==> src/rtl/core/csp_pkg.sv <==
// Shared types, constants and arithmetic helpers for the cubic spline evaluator.
// Used by every module under rtl/core except csp_ram; depends on nothing else.
package csp_pkg;

  // Table geometry
  localparam int MAX_POINTS  = 256;
  localparam int DIMENSION   = 4;
  localparam int ENTRY_COUNT = MAX_POINTS * DIMENSION;
  localparam int ADDR_W      = $clog2(ENTRY_COUNT);
  localparam int SAMPLE_W    = 16;

  // Slave tdata layout (lowest bit first)
  localparam int IN_TDATA_W   = 56;
  localparam int IN_PIDX_LSB  = 0;
  localparam int IN_COMP_LSB  = 8;
  localparam int IN_SAMP_LSB  = 10;
  localparam int IN_POS_LSB   = 26;
  localparam int IN_ORD_LSB   = 43;
  localparam int IN_FIRST_LSB = 45;
  localparam int IN_COUNT_LSB = 47;

  // Master tdata layout (lowest bit first)
  localparam int OUT_TDATA_W    = 40;
  localparam int OUT_VALUE_LSB  = 0;
  localparam int OUT_COMP_LSB   = 32;
  localparam int OUT_STATUS_BIT = 34;

  // Configuration register indexes
  localparam logic [1:0] CFG_SPLINE_KIND = 2'd0;
  localparam logic [1:0] CFG_POINT_COUNT = 2'd1;
  localparam logic [1:0] CFG_TENSION     = 2'd2;

  // Spline kinds
  localparam logic [1:0] SPL_BEZIER  = 2'd0;
  localparam logic [1:0] SPL_CATMULL = 2'd1;
  localparam logic [1:0] SPL_BSPLINE = 2'd2;

  // Derivative orders
  localparam logic [1:0] ORD_VALUE  = 2'd0;
  localparam logic [1:0] ORD_FIRST  = 2'd1;
  localparam logic [1:0] ORD_SECOND = 2'd2;

  // Request kinds (tuser)
  localparam logic ITEM_WRITE = 1'b0;
  localparam logic ITEM_EVAL  = 1'b1;

  // Status codes
  localparam logic STATUS_OK  = 1'b0;
  localparam logic STATUS_BAD = 1'b1;

  localparam logic [16:0] POS_ONE = 17'h10000;
  // ceil(2^22 / 6): exact floor division by 6 below 2^21
  localparam logic [19:0] RECIP6  = 20'd699051;
  // ceil(2^9 / 3): exact floor division by 3 below 2^9
  localparam logic [8:0]  RECIP3  = 9'd171;

  typedef logic signed [17:0] q16_t;   // 0 .. 1.0 in Q16
  typedef logic signed [22:0] opd_t;   // product operand, Q16
  typedef logic signed [24:0] wgt_t;   // basis weight, Q16
  typedef logic [7:0]         pidx_t;
  typedef logic [1:0]         comp_t;

  localparam opd_t O_ONE   = 23'sd65536;
  localparam opd_t O_TWO   = 23'sd131072;
  localparam opd_t O_THREE = 23'sd196608;
  localparam opd_t O_SIX   = 23'sd393216;
  localparam wgt_t W_ONE   = 25'sd65536;

  // One component operation travelling down the pipeline
  typedef struct packed {
    logic                       is_eval;
    logic                       bad;
    logic                       last;
    comp_t                      comp;
    pidx_t                      pidx;
    logic signed [SAMPLE_W-1:0] sample;
    logic [16:0]                pos;
    logic [1:0]                 order;
    logic [7:0]                 nseg;
  } uop_t;

  // Result tag once the weights are known
  typedef struct packed {
    logic  is_eval;
    logic  bad;
    logic  last;
    comp_t comp;
  } tag_t;

  // Q16 product rounded to Q16: add half, floor shift
  function automatic opd_t qmul(opd_t x, q16_t y);
    logic signed [40:0] p;
    logic signed [40:0] r;
    p = x * y;
    r = (p + 41'sd32768) >>> 16;
    return r[22:0];
  endfunction

  function automatic opd_t oq(q16_t x);
    return opd_t'(x);
  endfunction

  function automatic wgt_t wq(q16_t x);
    return wgt_t'(x);
  endfunction

  function automatic wgt_t wo(opd_t x);
    return wgt_t'(x);
  endfunction

endpackage

==> src/rtl/core/csp_split.sv <==
// Request intake: checks the configuration and component window, and
// splits each evaluate request into one operation per component. Uses csp_pkg.
module csp_split import csp_pkg::*; (
  input  logic                  clk,
  input  logic                  rst,
  input  logic                  adv,
  input  logic                  s_tvalid,
  output logic                  s_tready,
  input  logic [IN_TDATA_W-1:0] s_tdata,
  input  logic                  s_tuser,
  input  logic [1:0]            spline_kind,
  input  logic [8:0]            point_count,
  output logic                  op_valid,
  output uop_t                  op
);

  logic [7:0]  in_pidx;
  comp_t       in_comp;
  logic [15:0] in_sample;
  logic [16:0] in_pos;
  logic [1:0]  in_order;
  comp_t       in_first;
  logic [2:0]  in_count;
  logic [8:0]  pm1;
  logic [16:0] q3_full;
  logic [7:0]  q3;
  logic        bad_cfg;
  logic        bad_win;
  logic        bad;
  logic        last_part;
  logic [1:0]  sub;
  uop_t        op_next;

  // Unpack the request
  assign in_pidx   = s_tdata[IN_PIDX_LSB +: 8];
  assign in_comp   = s_tdata[IN_COMP_LSB +: 2];
  assign in_sample = s_tdata[IN_SAMP_LSB +: 16];
  assign in_pos    = s_tdata[IN_POS_LSB +: 17];
  assign in_order  = s_tdata[IN_ORD_LSB +: 2];
  assign in_first  = s_tdata[IN_FIRST_LSB +: 2];
  assign in_count  = s_tdata[IN_COUNT_LSB +: 3];

  // Segment count and configuration check
  assign pm1     = point_count - 9'd1;
  assign q3_full = 17'(pm1[7:0]) * 17'(RECIP3);
  assign q3      = q3_full[16:9];
  assign bad_cfg = (point_count < 9'd4) || (point_count > 9'(MAX_POINTS))
                || (spline_kind != SPL_BEZIER && spline_kind != SPL_CATMULL
                    && spline_kind != SPL_BSPLINE)
                || (spline_kind == SPL_BEZIER && pm1 != 9'(10'(q3) * 10'd3));
  assign bad_win = (in_count == 3'd0)
                || ((5'(in_first) + 5'(in_count)) > 5'(DIMENSION));
  assign bad     = bad_cfg || bad_win;

  assign last_part = (s_tuser == ITEM_WRITE) || bad || ({1'b0, sub} == in_count - 3'd1);
  assign s_tready  = adv && last_part;

  // Build the component operation
  always_comb begin
    op_next         = '0;
    op_next.is_eval = (s_tuser == ITEM_EVAL);
    op_next.pidx    = in_pidx;
    op_next.sample  = signed'(in_sample);
    op_next.pos     = (in_pos > POS_ONE) ? POS_ONE : in_pos;
    op_next.order   = (in_order == 2'd3) ? ORD_SECOND : in_order;
    op_next.nseg    = (spline_kind == SPL_BEZIER) ? q3 : pm1[7:0];
    if (s_tuser == ITEM_WRITE) begin
      op_next.comp = in_comp;
    end else if (bad) begin
      op_next.bad  = 1'b1;
      op_next.last = 1'b1;
      op_next.comp = '0;
    end else begin
      op_next.comp = in_first + sub;
      op_next.last = last_part;
    end
  end

  // Advance the component counter and the operation register
  always_ff @(posedge clk) begin
    if (rst) begin
      sub      <= '0;
      op_valid <= 1'b0;
    end else if (adv) begin
      op_valid <= s_tvalid;
      if (s_tvalid) begin
        sub <= last_part ? 2'd0 : sub + 2'd1;
      end
    end
  end

  always_ff @(posedge clk) begin
    if (adv) begin
      op <= op_next;
    end
  end

endmodule

==> config.mk <==
export PLATFORM = sky130hd
export DESIGN_NAME = csp_split
export DESIGN_NICKNAME = d
export VERILOG_FILES = /design/src/rtl/core/csp_pkg.sv /design/src/rtl/core/csp_split.sv
export SDC_FILE = /design/constraint.sdc
export NUM_CORES = 1
export LEC_CHECK = 0
export BUFFER_PORTS_ARGS = -buffer_cell sky130_fd_sc_hd__buf_2
export CAP_MARGIN = 20
export CORE_UTILIZATION = 52
export CTS_CLUSTER_DIAMETER = 30
export DETAILED_ROUTE_END_ITERATION = 16
export PLACE_DENSITY = 0.81
export SYNTH_ARGS = -nofsm -noshare
export SYNTH_HDL_FRONTEND = slang
export SYNTH_SLANG_ARGS = --single-unit
==> constraint.sdc <==
create_clock -name clk -period 10.79 [get_ports clk]
set_input_delay 2.158 -clock clk [delete_from_list [all_inputs] [get_ports clk]]
set_output_delay 2.158 -clock clk [all_outputs]
set_load 0.05 [all_outputs]
==> qor.log, run 1 <==
INFO  placed_design  gp_congestion=0.870
INFO  global_routing grt_start_max_net_pins=60
INFO  power_and_ir_drop total_leakage_power=2.41nW
INFO  power_and_ir_drop power_frac_seq=18.1%
INFO  global_routing grt_overflow_total=0
INFO  critical_path  critical_path.startpoint_type=primary input
INFO  logic_synthesis average_instance_area_after_synthesis=11.6squm
INFO  drt            finalWirelength=10.1mm
INFO  logic_synthesis synth_flop_cell=edfxtp_1
INFO  outcome        run_status=complete, no violations
INFO  power_and_ir_drop cell_internal_power=0.000848W
INFO  timing         fmaxAchievable=0.0948GHz
INFO  power_and_ir_drop power.combinational.fraction=67.6%
INFO  logic_synthesis async_flop_share=0%
INFO  drt            drt_iter0_drc=123
INFO  final_layout   final_util=67.9%
INFO  logic_synthesis synth_cells=363
INFO  drt            vias_per_instance=5.39
INFO  clock_tree     cts.sink_count=59
INFO  timing         post_route_clock_period_utilization=97.7%
INFO  timing         fin_setup_tns=0ns
INFO  logic_synthesis synth_nets=502
INFO  logic_synthesis synth_enable_flop_cells=56
INFO  die            area_of_the_placeable_core=7810squm
INFO  critical_path  cp.required=8.63ns
INFO  placed_design  placement.io_buffers=123
INFO  final_layout   final_layout_size_suffix_gt1_share=36.4%
INFO  timing         final_hold_viol_count=0
INFO  final_layout   nFillCells=584
INFO  power_and_ir_drop switching_share=45.3%
INFO  timing         finalClockSkew=0.00317ns
INFO  die            start_util=54.1%
INFO  drt            first_pass_iters=4
INFO  die            fp-row-count=32
INFO  die            floorplan.die.height=92.1um
INFO  final_layout   most-common-layout-cells=buf_2 (122), edfxtp_1 (56), ha_1 (51), inv_1 (44), a21oi_1 (22)
INFO  final_layout   regArea=1740squm
INFO  timing         finalCriticalPeriod=10.54ns
INFO  drt            drc=0
INFO  global_routing grt_use_total=24.4%
INFO  power_and_ir_drop switchingPower=0.000703W
INFO  timing         worstMarginPinSlew=0.796ns
INFO  logic_synthesis ys_types=64
INFO  die            die_w=92.1um
INFO  placed_design  cell_count_after_placement=590
INFO  clock_tree     cts_hold_repair.buffers=0
INFO  critical_path  worst_path_largest_cell_delay=0.52ns
INFO  final_layout   most_common_cell_after_layout_fill_and_taps_aside=buf_2
INFO  drt            route.detailed.wl_per_inst=16.6um
INFO  clock_tree     tritoncts=yes
INFO  clock_tree     inserted_clock_buffers=9
INFO  final_layout   area_growth_syn_to_layout=25.6%
INFO  timing         setup-violations-final=0
INFO  die            fp.dieArea=8480squm
INFO  final_layout   multi_input_area=2350squm
INFO  final_layout   final_nets=639
INFO  logic_synthesis synth_warnings=0
INFO  min_path       hold_class=reg2reg
INFO  logic_synthesis share_of_the_yosys_chip_area_belonging_to_registers=41.3%
INFO  critical_path  worstPathArrival=8.39ns
INFO  clock_tree     cts-root-buf=clkbuf_8
INFO  timing         worst_slack=0.246ns
INFO  placed_design  detailed_place_hpwl=7.91mm
INFO  logic_synthesis syn_area=4220squm
INFO  drt            drtAntennaViolNets=0
INFO  global_routing antenna_found_initial=1
INFO  drt            num_vias=3276
INFO  critical_path  critPathSlowestCell=fa_1
INFO  logic_synthesis ys_ff_latch=59
INFO  timing         slew_viol_final=0
INFO  timing         relSlewSlack=46.2%
INFO  power_and_ir_drop totalPowerFinal=0.00155W
INFO  clock_tree     htree_num_levels=3
INFO  power_and_ir_drop power_density=293nW/um^2
INFO  power_and_ir_drop power_frac_clock=14.3%
INFO  critical_path  path_class=in2out
INFO  critical_path  endpoint_kind=primary output
INFO  placed_design  preCtsSetupSlack=0.0742ns
INFO  clock_tree     clock_latency=0.33ns
INFO  critical_path  cp_max_fo=4
INFO  global_routing grt_first_pass_wirelength=15.9mm
INFO  clock_tree     cts.reportedPaths.clkPinSlew=0.07ns
INFO  clock_tree     max-clock-path-buffers=2
INFO  die            design.portCount=130
INFO  final_layout   instances_no_fill=608
INFO  global_routing vias_in_the_first_global_route=3359
INFO  power_and_ir_drop peakVddDrop=0.224mV
INFO  job            max-cap-violations=0
## through the flow
step / area (sq um) / hold WS [ns]
2_1_floorplan: 4220 / 0.482
3_3_place_gp: 5000 / 0.451
3_5_place_dp: 5000 / 0.477
4_1_cts: 5220 / 0.492
5_1_grt: 5300 / 0.540
6_report: 5300 / 0.491
## routing by layer
layer | routed length, um | global-route usage [%] | vias up | share of wire, %
met3 | 603 | 5.72 | 31 | 6.0
met5 | 0 | 0 | - | 0
met2 | 5190 | 44.7 | 120 | 51
met1 | 3920 | 26.5 | 1561 | 39
li1 | - | - | 1564 | -
met4 | 372 | 10.7 | 0 | 3.7
## area by class of cell
class,instances,area share [%]
clock buffers,9,2.34
well taps,102,2.41
clock inverters,7,1.89
diodes,1,0.0472
inverters,45,3.19
repair buffers,132,12.9
flip-flops and latches,59,32.9
multi-input cells,253,44.3
## cell usage after synthesis (4+ instances only)
| cell type | n | share of area [%] |
|---|---|---|
| inv_1 | 45 | 4.0 |
| fa_1 | 14 | 6.6 |
| xor2_1 | 12 | 2.5 |
| mux2i_1 | 4 | 0.95 |
| nor3_1 | 4 | 0.47 |
| nand2_1 | 13 | 1.2 |
| edfxtp_1 | 56 | 40 |
| xnor2_1 | 18 | 3.7 |
| clkbuf_1 | 4 | 0.36 |
| nor2b_1 | 21 | 3.1 |
| ha_1 | 53 | 16 |
| nor4_1 | 5 | 0.74 |
| a21oi_1 | 23 | 2.7 |
| nor2_1 | 22 | 2.0 |
## path summary, 6_finish.rpt
| check | slack [ns] | from | to | cells after the start |
|---|---|---|---|---|
| worst max-delay path | 0.25 | point_count[0] | s_tready | 31 |
| worst min-delay path | 0.49 | op_valid | op_valid | 2 |
| worst max register to register | 8.90 | sub[1] | sub[0] | 7 |
| worst min register to register | 0.49 | op_valid | op_valid | 2 |
## cells by family (layout without fill, tap and decap cells)
kind of cell	Yosys count	in the layout	synth area share, %
compound gates	57	57	10.1
xor+xnor	35	35	8.42
fa+ha+maj	68	68	22.6
buf+inv	51	193	4.59
flops	59	59	41.3
mux	4	4	0.948
other cells	0	1	0
simple gates	89	89	12.1
## what timing repair did
action,4_1_cts,5_1_grt
endpoints found under the setup margin,0,1
setup buffers,0,1
gates resized for setup,0,11
## critical path, delay by kind of cell
family	cells	cell delay, ns
AND/OR/NAND/NOR	5	0.75
adder cells (fa/ha/maj)	7	2.78
XOR/XNOR	5	0.92
buffers and inverters	7	0.77
AO/OA/AOI/OAI	7	0.99
## power groups by stage
stage | logic [W] | clock network (W) | registers [W]
finish | 0.00105 | 0.000222 | 0.000280
global route | 0.00115 | 0.000231 | 0.000282
floorplan | 0.000711 | 0 | 0.000359
detailed placement | 0.000974 | 0 | 0.000285
CTS | 0.000984 | 0.000223 | 0.000281
global placement | 0.000944 | 0 | 0.000284
## flip-flops by register name (all words and copies together), names as in the netlist
name	cells
op_valid	1
sub	2
op	56
(Power assumes the default switching activity.)
==> inputs of run 2 (changes only) <==
--- a/config.mk
+++ b/config.mk
@@ -5,7 +5,7 @@
 export SDC_FILE = /design/constraint.sdc
 export NUM_CORES = 1
 export LEC_CHECK = 0
-export BUFFER_PORTS_ARGS = -buffer_cell sky130_fd_sc_hd__buf_2
+export BUFFER_PORTS_ARGS = -buffer_cell sky130_fd_sc_hd__buf_4
 export CAP_MARGIN = 20
 export CORE_UTILIZATION = 52
 export CTS_CLUSTER_DIAMETER = 30
==> run 2 against run 1 <==
  * Routed wire length rose by 0.99%
  * Combinational power barely moved
  * Highest routed layer unchanged
  * Critical path type unchanged
  * Register-to-register slack worse by 0.05 ns
  * Utilization increased by 3.2 points
  * Global-route usage grew 0.71 points
  * Cell area increased by 4.7%
  * Worst setup slack better by 0.090 ns
  * Largest power group unchanged
==> qor.log, run 2 (same netlist as run 1, synthesis figures left out) <==
INFO  outcome        run_status=complete, no violations
INFO  final_layout   max_flop_register=op
INFO  timing         relSlewSlack=42.6%
INFO  global_routing grt_start_max_net_pins=60
INFO  critical_path  critical_path.startpoint_type=primary input
INFO  global_routing grt_first_pass_wirelength=16.0mm
INFO  timing         setup-violations-final=0
INFO  critical_path  worstPathArrival=8.30ns
INFO  clock_tree     cts.sink_count=59
INFO  final_layout   insertedDiodeCount=0
INFO  final_layout   biggestRegsByFlops=op: 56 flops, sub: 2 flops, op_valid: 1 flops
INFO  global_routing grt_overflow_total=0
INFO  critical_path  critPathSlowestCell=fa_1
INFO  drt            drc=0
INFO  drt            num_vias=3248
INFO  clock_tree     cts-root-buf=clkbuf_8
INFO  critical_path  cp.required=8.63ns
INFO  power_and_ir_drop totalPowerFinal=0.00153W
INFO  timing         final_hold_viol_count=0
INFO  timing         finalCriticalPeriod=10.45ns
INFO  final_layout   most-common-layout-cells=buf_4 (130), edfxtp_1 (56), ha_1 (52), inv_1 (45), a21oi_1 (22)
INFO  die            floorplan.die.height=92.1um
INFO  clock_tree     htree_num_levels=3
INFO  power_and_ir_drop total_leakage_power=2.51nW
INFO  clock_tree     max-clock-path-buffers=2
INFO  power_and_ir_drop peakVddDrop=0.237mV
INFO  clock_tree     cts_hold_repair.buffers=0
INFO  clock_tree     inserted_clock_buffers=9
INFO  final_layout   final_layout_size_suffix_gt1_share=35.4%
INFO  clock_tree     cts.reportedPaths.clkPinSlew=0.07ns
INFO  power_and_ir_drop power_density=275nW/um^2
INFO  timing         fmaxAchievable=0.0957GHz
INFO  die            fp-row-count=32
INFO  global_routing vias_in_the_first_global_route=3269
INFO  critical_path  cp_max_fo=5
INFO  clock_tree     tritoncts=yes
INFO  die            area_of_the_placeable_core=7810squm
INFO  timing         worst_slack=0.336ns
INFO  drt            first_pass_iters=4
INFO  final_layout   number_of_flip_flops_in_the_largest_register=56
INFO  final_layout   finish.instance_area=5550squm
INFO  placed_design  placement.io_buffers=123
INFO  placed_design  detailed_place_hpwl=7.99mm
INFO  die            fp.dieArea=8480squm
INFO  global_routing grt_use_total=25.1%
INFO  drt            drt_iter0_drc=130
INFO  timing         finalClockSkew=0.00727ns
INFO  final_layout   final_nets=637
INFO  clock_tree     clock_latency=0.34ns
INFO  drt            route.detailed.wl_per_inst=16.8um
INFO  drt            finalWirelength=10.2mm
INFO  job            max-cap-violations=0
INFO  critical_path  path_class=in2out
INFO  timing         slew_viol_final=0
INFO  die            design.portCount=130
INFO  critical_path  worst_path_largest_cell_delay=0.52ns
INFO  drt            vias_per_instance=5.37
INFO  placed_design  dpl-instance-area=5300squm
INFO  die            die_w=92.1um
INFO  die            start_util=54.1%
INFO  critical_path  endpoint_kind=primary output
INFO  final_layout   final_util=71.1%
INFO  placed_design  gp_congestion=0.884
INFO  drt            drtAntennaViolNets=0
INFO  timing         fin_setup_tns=0ns
INFO  timing         post_route_clock_period_utilization=96.9%
INFO  global_routing antenna_found_initial=0
INFO  final_layout   most_common_cell_after_layout_fill_and_taps_aside=buf_4
INFO  placed_design  preCtsSetupSlack=0.227ns
INFO  final_layout   area_growth_syn_to_layout=31.5%
INFO  timing         worstMarginPinSlew=0.851ns
INFO  min_path       hold_class=reg2reg
INFO  timing         rsz0062_at_grt=false
## run 2: worst paths after layout
path | startpoint | slack [ns] | depth (start not counted) | end
worst min register to register | sub[1] | 0.55 | 2 | sub[1]
worst min-delay path | sub[1] | 0.55 | 2 | sub[1]
worst max register to register | sub[0] | 8.85 | 7 | sub[0]
worst max-delay path | point_count[0] | 0.34 | 31 | s_tready
## run 2: report_power, final
group          switching [W]  internal (W)  total (W)
clock network      0.0000922      0.000131   0.000224
logic               0.000581      0.000440    0.00102
registers         0.00000596      0.000275   0.000281
## run 2: area by class of cell
type,instances,area [sq um]
multi-input cells,253,2310
fillers,550,2260
flip-flops and latches,59,1740
repair buffers,130,976
inverters,45,169
well taps,102,128
clock buffers,9,124
clock inverters,7,100
## run 2: layer usage
| metal | track usage [%] | wire [um] | up-vias | part of all wire, % |
|---|---|---|---|---|
| met5 | 0 | 0 | - | 0 |
| li1 | - | - | 1558 | - |
| met3 | 6.55 | 652 | 21 | 6.4 |
| met4 | 9.77 | 235 | 0 | 2.3 |
| met1 | 28.2 | 3970 | 1552 | 39 |
| met2 | 45.0 | 5330 | 117 | 52 |
## run 2: through the flow
stage	cells	hold slack [ns]
after floorplan	363	0.482
after global placement	589	0.453
after detailed placement	589	0.516
after CTS	605	0.539
after global routing	605	0.575
final	605	0.547
## run 2: worst max-delay path, delay by kind of cell
kind / cells / cell delay, ns
xor+xnor: 5 / 0.79
buf+inv: 7 / 0.83
simple gates: 6 / 1.01
fa+ha+maj: 7 / 2.64
compound gates: 6 / 0.87
## run 2: what timing repair did
| item | in CTS | in global routing |
|---|---|---|
| hold endpoints to repair | 0 | 0 |
| endpoints found under the setup margin | 0 | 1 |
| resized for setup | 0 | 7 |
| buffers inserted | 0 | 0 |
==> inputs of run 3 (changes only) <==
--- a/config.mk
+++ b/config.mk
@@ -7,6 +7,7 @@
 export LEC_CHECK = 0
 export BUFFER_PORTS_ARGS = -buffer_cell sky130_fd_sc_hd__buf_4
 export CAP_MARGIN = 20
+export CORE_MARGIN = 2
 export CORE_UTILIZATION = 52
 export CTS_CLUSTER_DIAMETER = 30
 export DETAILED_ROUTE_END_ITERATION = 16
==> run 3 against run 2 <==
  * Sequential cell count unchanged
  * First-iteration DRC count grew 10%
  * Fmax fell by 0.18%
  * Clock power down 2%
  * Critical path type unchanged
==> qor.log, run 3 (same netlist as run 1, synthesis figures left out) <==
INFO  die            start_util=54.1%
INFO  die            die_w=94.1um
INFO  global_routing grt_start_max_net_pins=60
INFO  drt            drt_iter0_drc=143
INFO  timing         finalClockSkew=0.00774ns
INFO  timing         relSlewSlack=48.5%
INFO  final_layout   final_layout_size_suffix_gt1_share=37.7%
INFO  critical_path  timing.critical_path.from=point_count[0]
INFO  timing         finalCriticalPeriod=10.47ns
INFO  placed_design  detailed_place_hpwl=8.20mm
INFO  global_routing grt_use_total=23.1%
INFO  placed_design  placement.io_buffers=123
INFO  clock_tree     max-clock-path-buffers=2
INFO  power_and_ir_drop power_density=283nW/um^2
INFO  power_and_ir_drop total_leakage_power=2.52nW
INFO  critical_path  path_class=in2out
INFO  final_layout   biggestRegsByFlops=op: 56 flops, sub: 2 flops, op_valid: 1 flops
INFO  clock_tree     cts-root-buf=clkbuf_8
INFO  clock_tree     cts.sink_count=59
INFO  critical_path  critical-path-top-delay-family=adder cells
INFO  die            floorplan.die.height=94.1um
INFO  min_path       hold_class=reg2reg
INFO  clock_tree     htree_num_levels=3
INFO  final_layout   number_of_flip_flops_in_the_largest_register=56
INFO  timing         worstMarginPinSlew=0.762ns
INFO  drt            route.detailed.wl_per_inst=17.1um
INFO  drt            first_pass_iters=4
INFO  critical_path  path_buf_inv=7
INFO  critical_path  critPathSlowestCell=fa_1
INFO  global_routing grt_first_pass_wirelength=15.6mm
INFO  min_path       hold_start=op_valid
INFO  die            fp-row-count=32
INFO  die            fp.dieArea=8850squm
INFO  final_layout   max_flop_register=op
INFO  critical_path  cp_max_fo=4
INFO  clock_tree     tritoncts=yes
INFO  global_routing vias_in_the_first_global_route=3297
INFO  final_layout   most-common-layout-cells=buf_4 (133), edfxtp_1 (56), ha_1 (49), inv_1 (42)
INFO  timing         post_route_clock_period_utilization=97.1%
INFO  timing         slew_viol_final=0
INFO  timing         worst_slack=0.317ns
INFO  drt            finalWirelength=10.4mm
INFO  global_routing grt_overflow_total=0
INFO  drt            drtAntennaViolNets=0
INFO  critical_path  cp.required=8.63ns
INFO  placed_design  cell_count_after_placement=590
INFO  final_layout   instances_no_fill=608
INFO  critical_path  critical_path.startpoint_type=primary input
INFO  critical_path  worst_path_largest_cell_delay=0.51ns
INFO  clock_tree     inserted_clock_buffers=9
INFO  critical_path  endpoint_kind=primary output
INFO  final_layout   finish.instance_area=5670squm
INFO  placed_design  preCtsSetupSlack=0.284ns
INFO  outcome        run_status=complete, no violations
INFO  critical_path  critical_r2r_launch=sub[0]
INFO  die            design.portCount=130
INFO  timing         fmaxAchievable=0.0955GHz
INFO  power_and_ir_drop peakVddDrop=0.264mV
INFO  drt            num_vias=3259
INFO  placed_design  gp_congestion=0.866
INFO  clock_tree     clock_latency=0.33ns
INFO  global_routing antenna_found_initial=0
INFO  final_layout   most_common_cell_after_layout_fill_and_taps_aside=buf_4
INFO  timing         final.hold.worst_slack=0.467ns
INFO  drt            drc=0
INFO  final_layout   area_growth_syn_to_layout=34.4%
INFO  final_layout   insertedDiodeCount=0
INFO  clock_tree     cts.reportedPaths.clkPinSlew=0.07ns
INFO  die            area_of_the_placeable_core=7810squm
INFO  final_layout   final_nets=640
INFO  placed_design  dpl-instance-area=5310squm
INFO  timing         final_hold_viol_count=0
INFO  timing         setup-violations-final=0
INFO  critical_path  worstPathArrival=8.31ns
INFO  drt            vias_per_instance=5.36
INFO  job            max-cap-violations=0
-- run 3: cell types whose count changed in the layout (fill, tap and decap cells not counted), moves of 2 or more --
| cell | before | now |
|---|---|---|
| buf_4 | 130 | 133 |
| clkinv_4 | 3 | 0 |
| clkinvlp_4 | 0 | 3 |
| ha_1 | 52 | 49 |
| ha_4 | 0 | 3 |
| inv_1 | 45 | 42 |
| a21oi_1 | 22 | 20 |
| a21oi_2 | 3 | 5 |
| clkbuf_1 | 0 | 2 |
| inv_2 | 0 | 2 |
| xor2_1 | 12 | 10 |
| xor2_2 | 1 | 3 |
-- run 3: worst reg2reg max path, stage by stage (launching register included) --
cell and delay (ns):
dfxtp_1 0.36, xor2_1 0.18, a31oi_1 0.31, nand4_1 0.19
nor4_4 0.17, a21oi_2 0.12, or3_1 0.36, a21oi_1 0.16
-- run 3: final cells by class --
cell class / count / area, sq um
Clock buffer: 12 / 145
Clock inverter: 4 / 75.1
Tap cell: 102 / 128
Timing Repair Buffer: 133 / 998
Fill cell: 525 / 2140
Inverter: 45 / 173
Multi-Input combinational cell: 253 / 2410
Sequential cell: 59 / 1740
-- run 3: path summary, 6_finish.rpt --
path | end | slack (ns) | cells after the start
worst max-delay path | s_tready | 0.32 | 31
worst min-delay path | op_valid | 0.47 | 2
worst max register to register | sub[0] | 8.86 | 7
worst min register to register | op_valid | 0.47 | 2
-- run 3: metrics by stage --
step | utilization (%) | total power (W) | setup TNS, ns
final | 72.6 | 0.00160 | 0
after global routing | 72.6 | 0.00172 | -0.00452
after CTS | 70.8 | 0.00153 | 0
after detailed placement | 68.0 | 0.00130 | 0
after global placement | 68.0 | 0.00127 | 0
after floorplan | - | 0.00107 | 0
-- run 3: timing repair --
| action | in CTS | in global routing |
|---|---|---|
| hold endpoints to repair | 0 | 0 |
| gates resized for setup | 0 | 22 |
| endpoints found under the setup margin | 0 | 1 |
| hold buffers | 0 | 0 |
| buffers inserted | 0 | 2 |
-- run 3: power by group --
part           leakage [nW]  total [W]  internal, W  switching (W)
clock network         0.103   0.000220     0.000136      0.0000830
logic                  1.85    0.00110     0.000476       0.000626
registers             0.570   0.000281     0.000276     0.00000563
total                  2.52    0.00160     0.000888       0.000715
-- run 3: metal layers --
metal / GRT usage (%) / up-vias / share of wire, %
met5: 0 / - / 0
met4: 7.73 / 0 / 2.3
met3: 6.18 / 20 / 7.6
met2: 41.6 / 119 / 51
met1: 26.3 / 1554 / 39
li1: - / 1566 / -
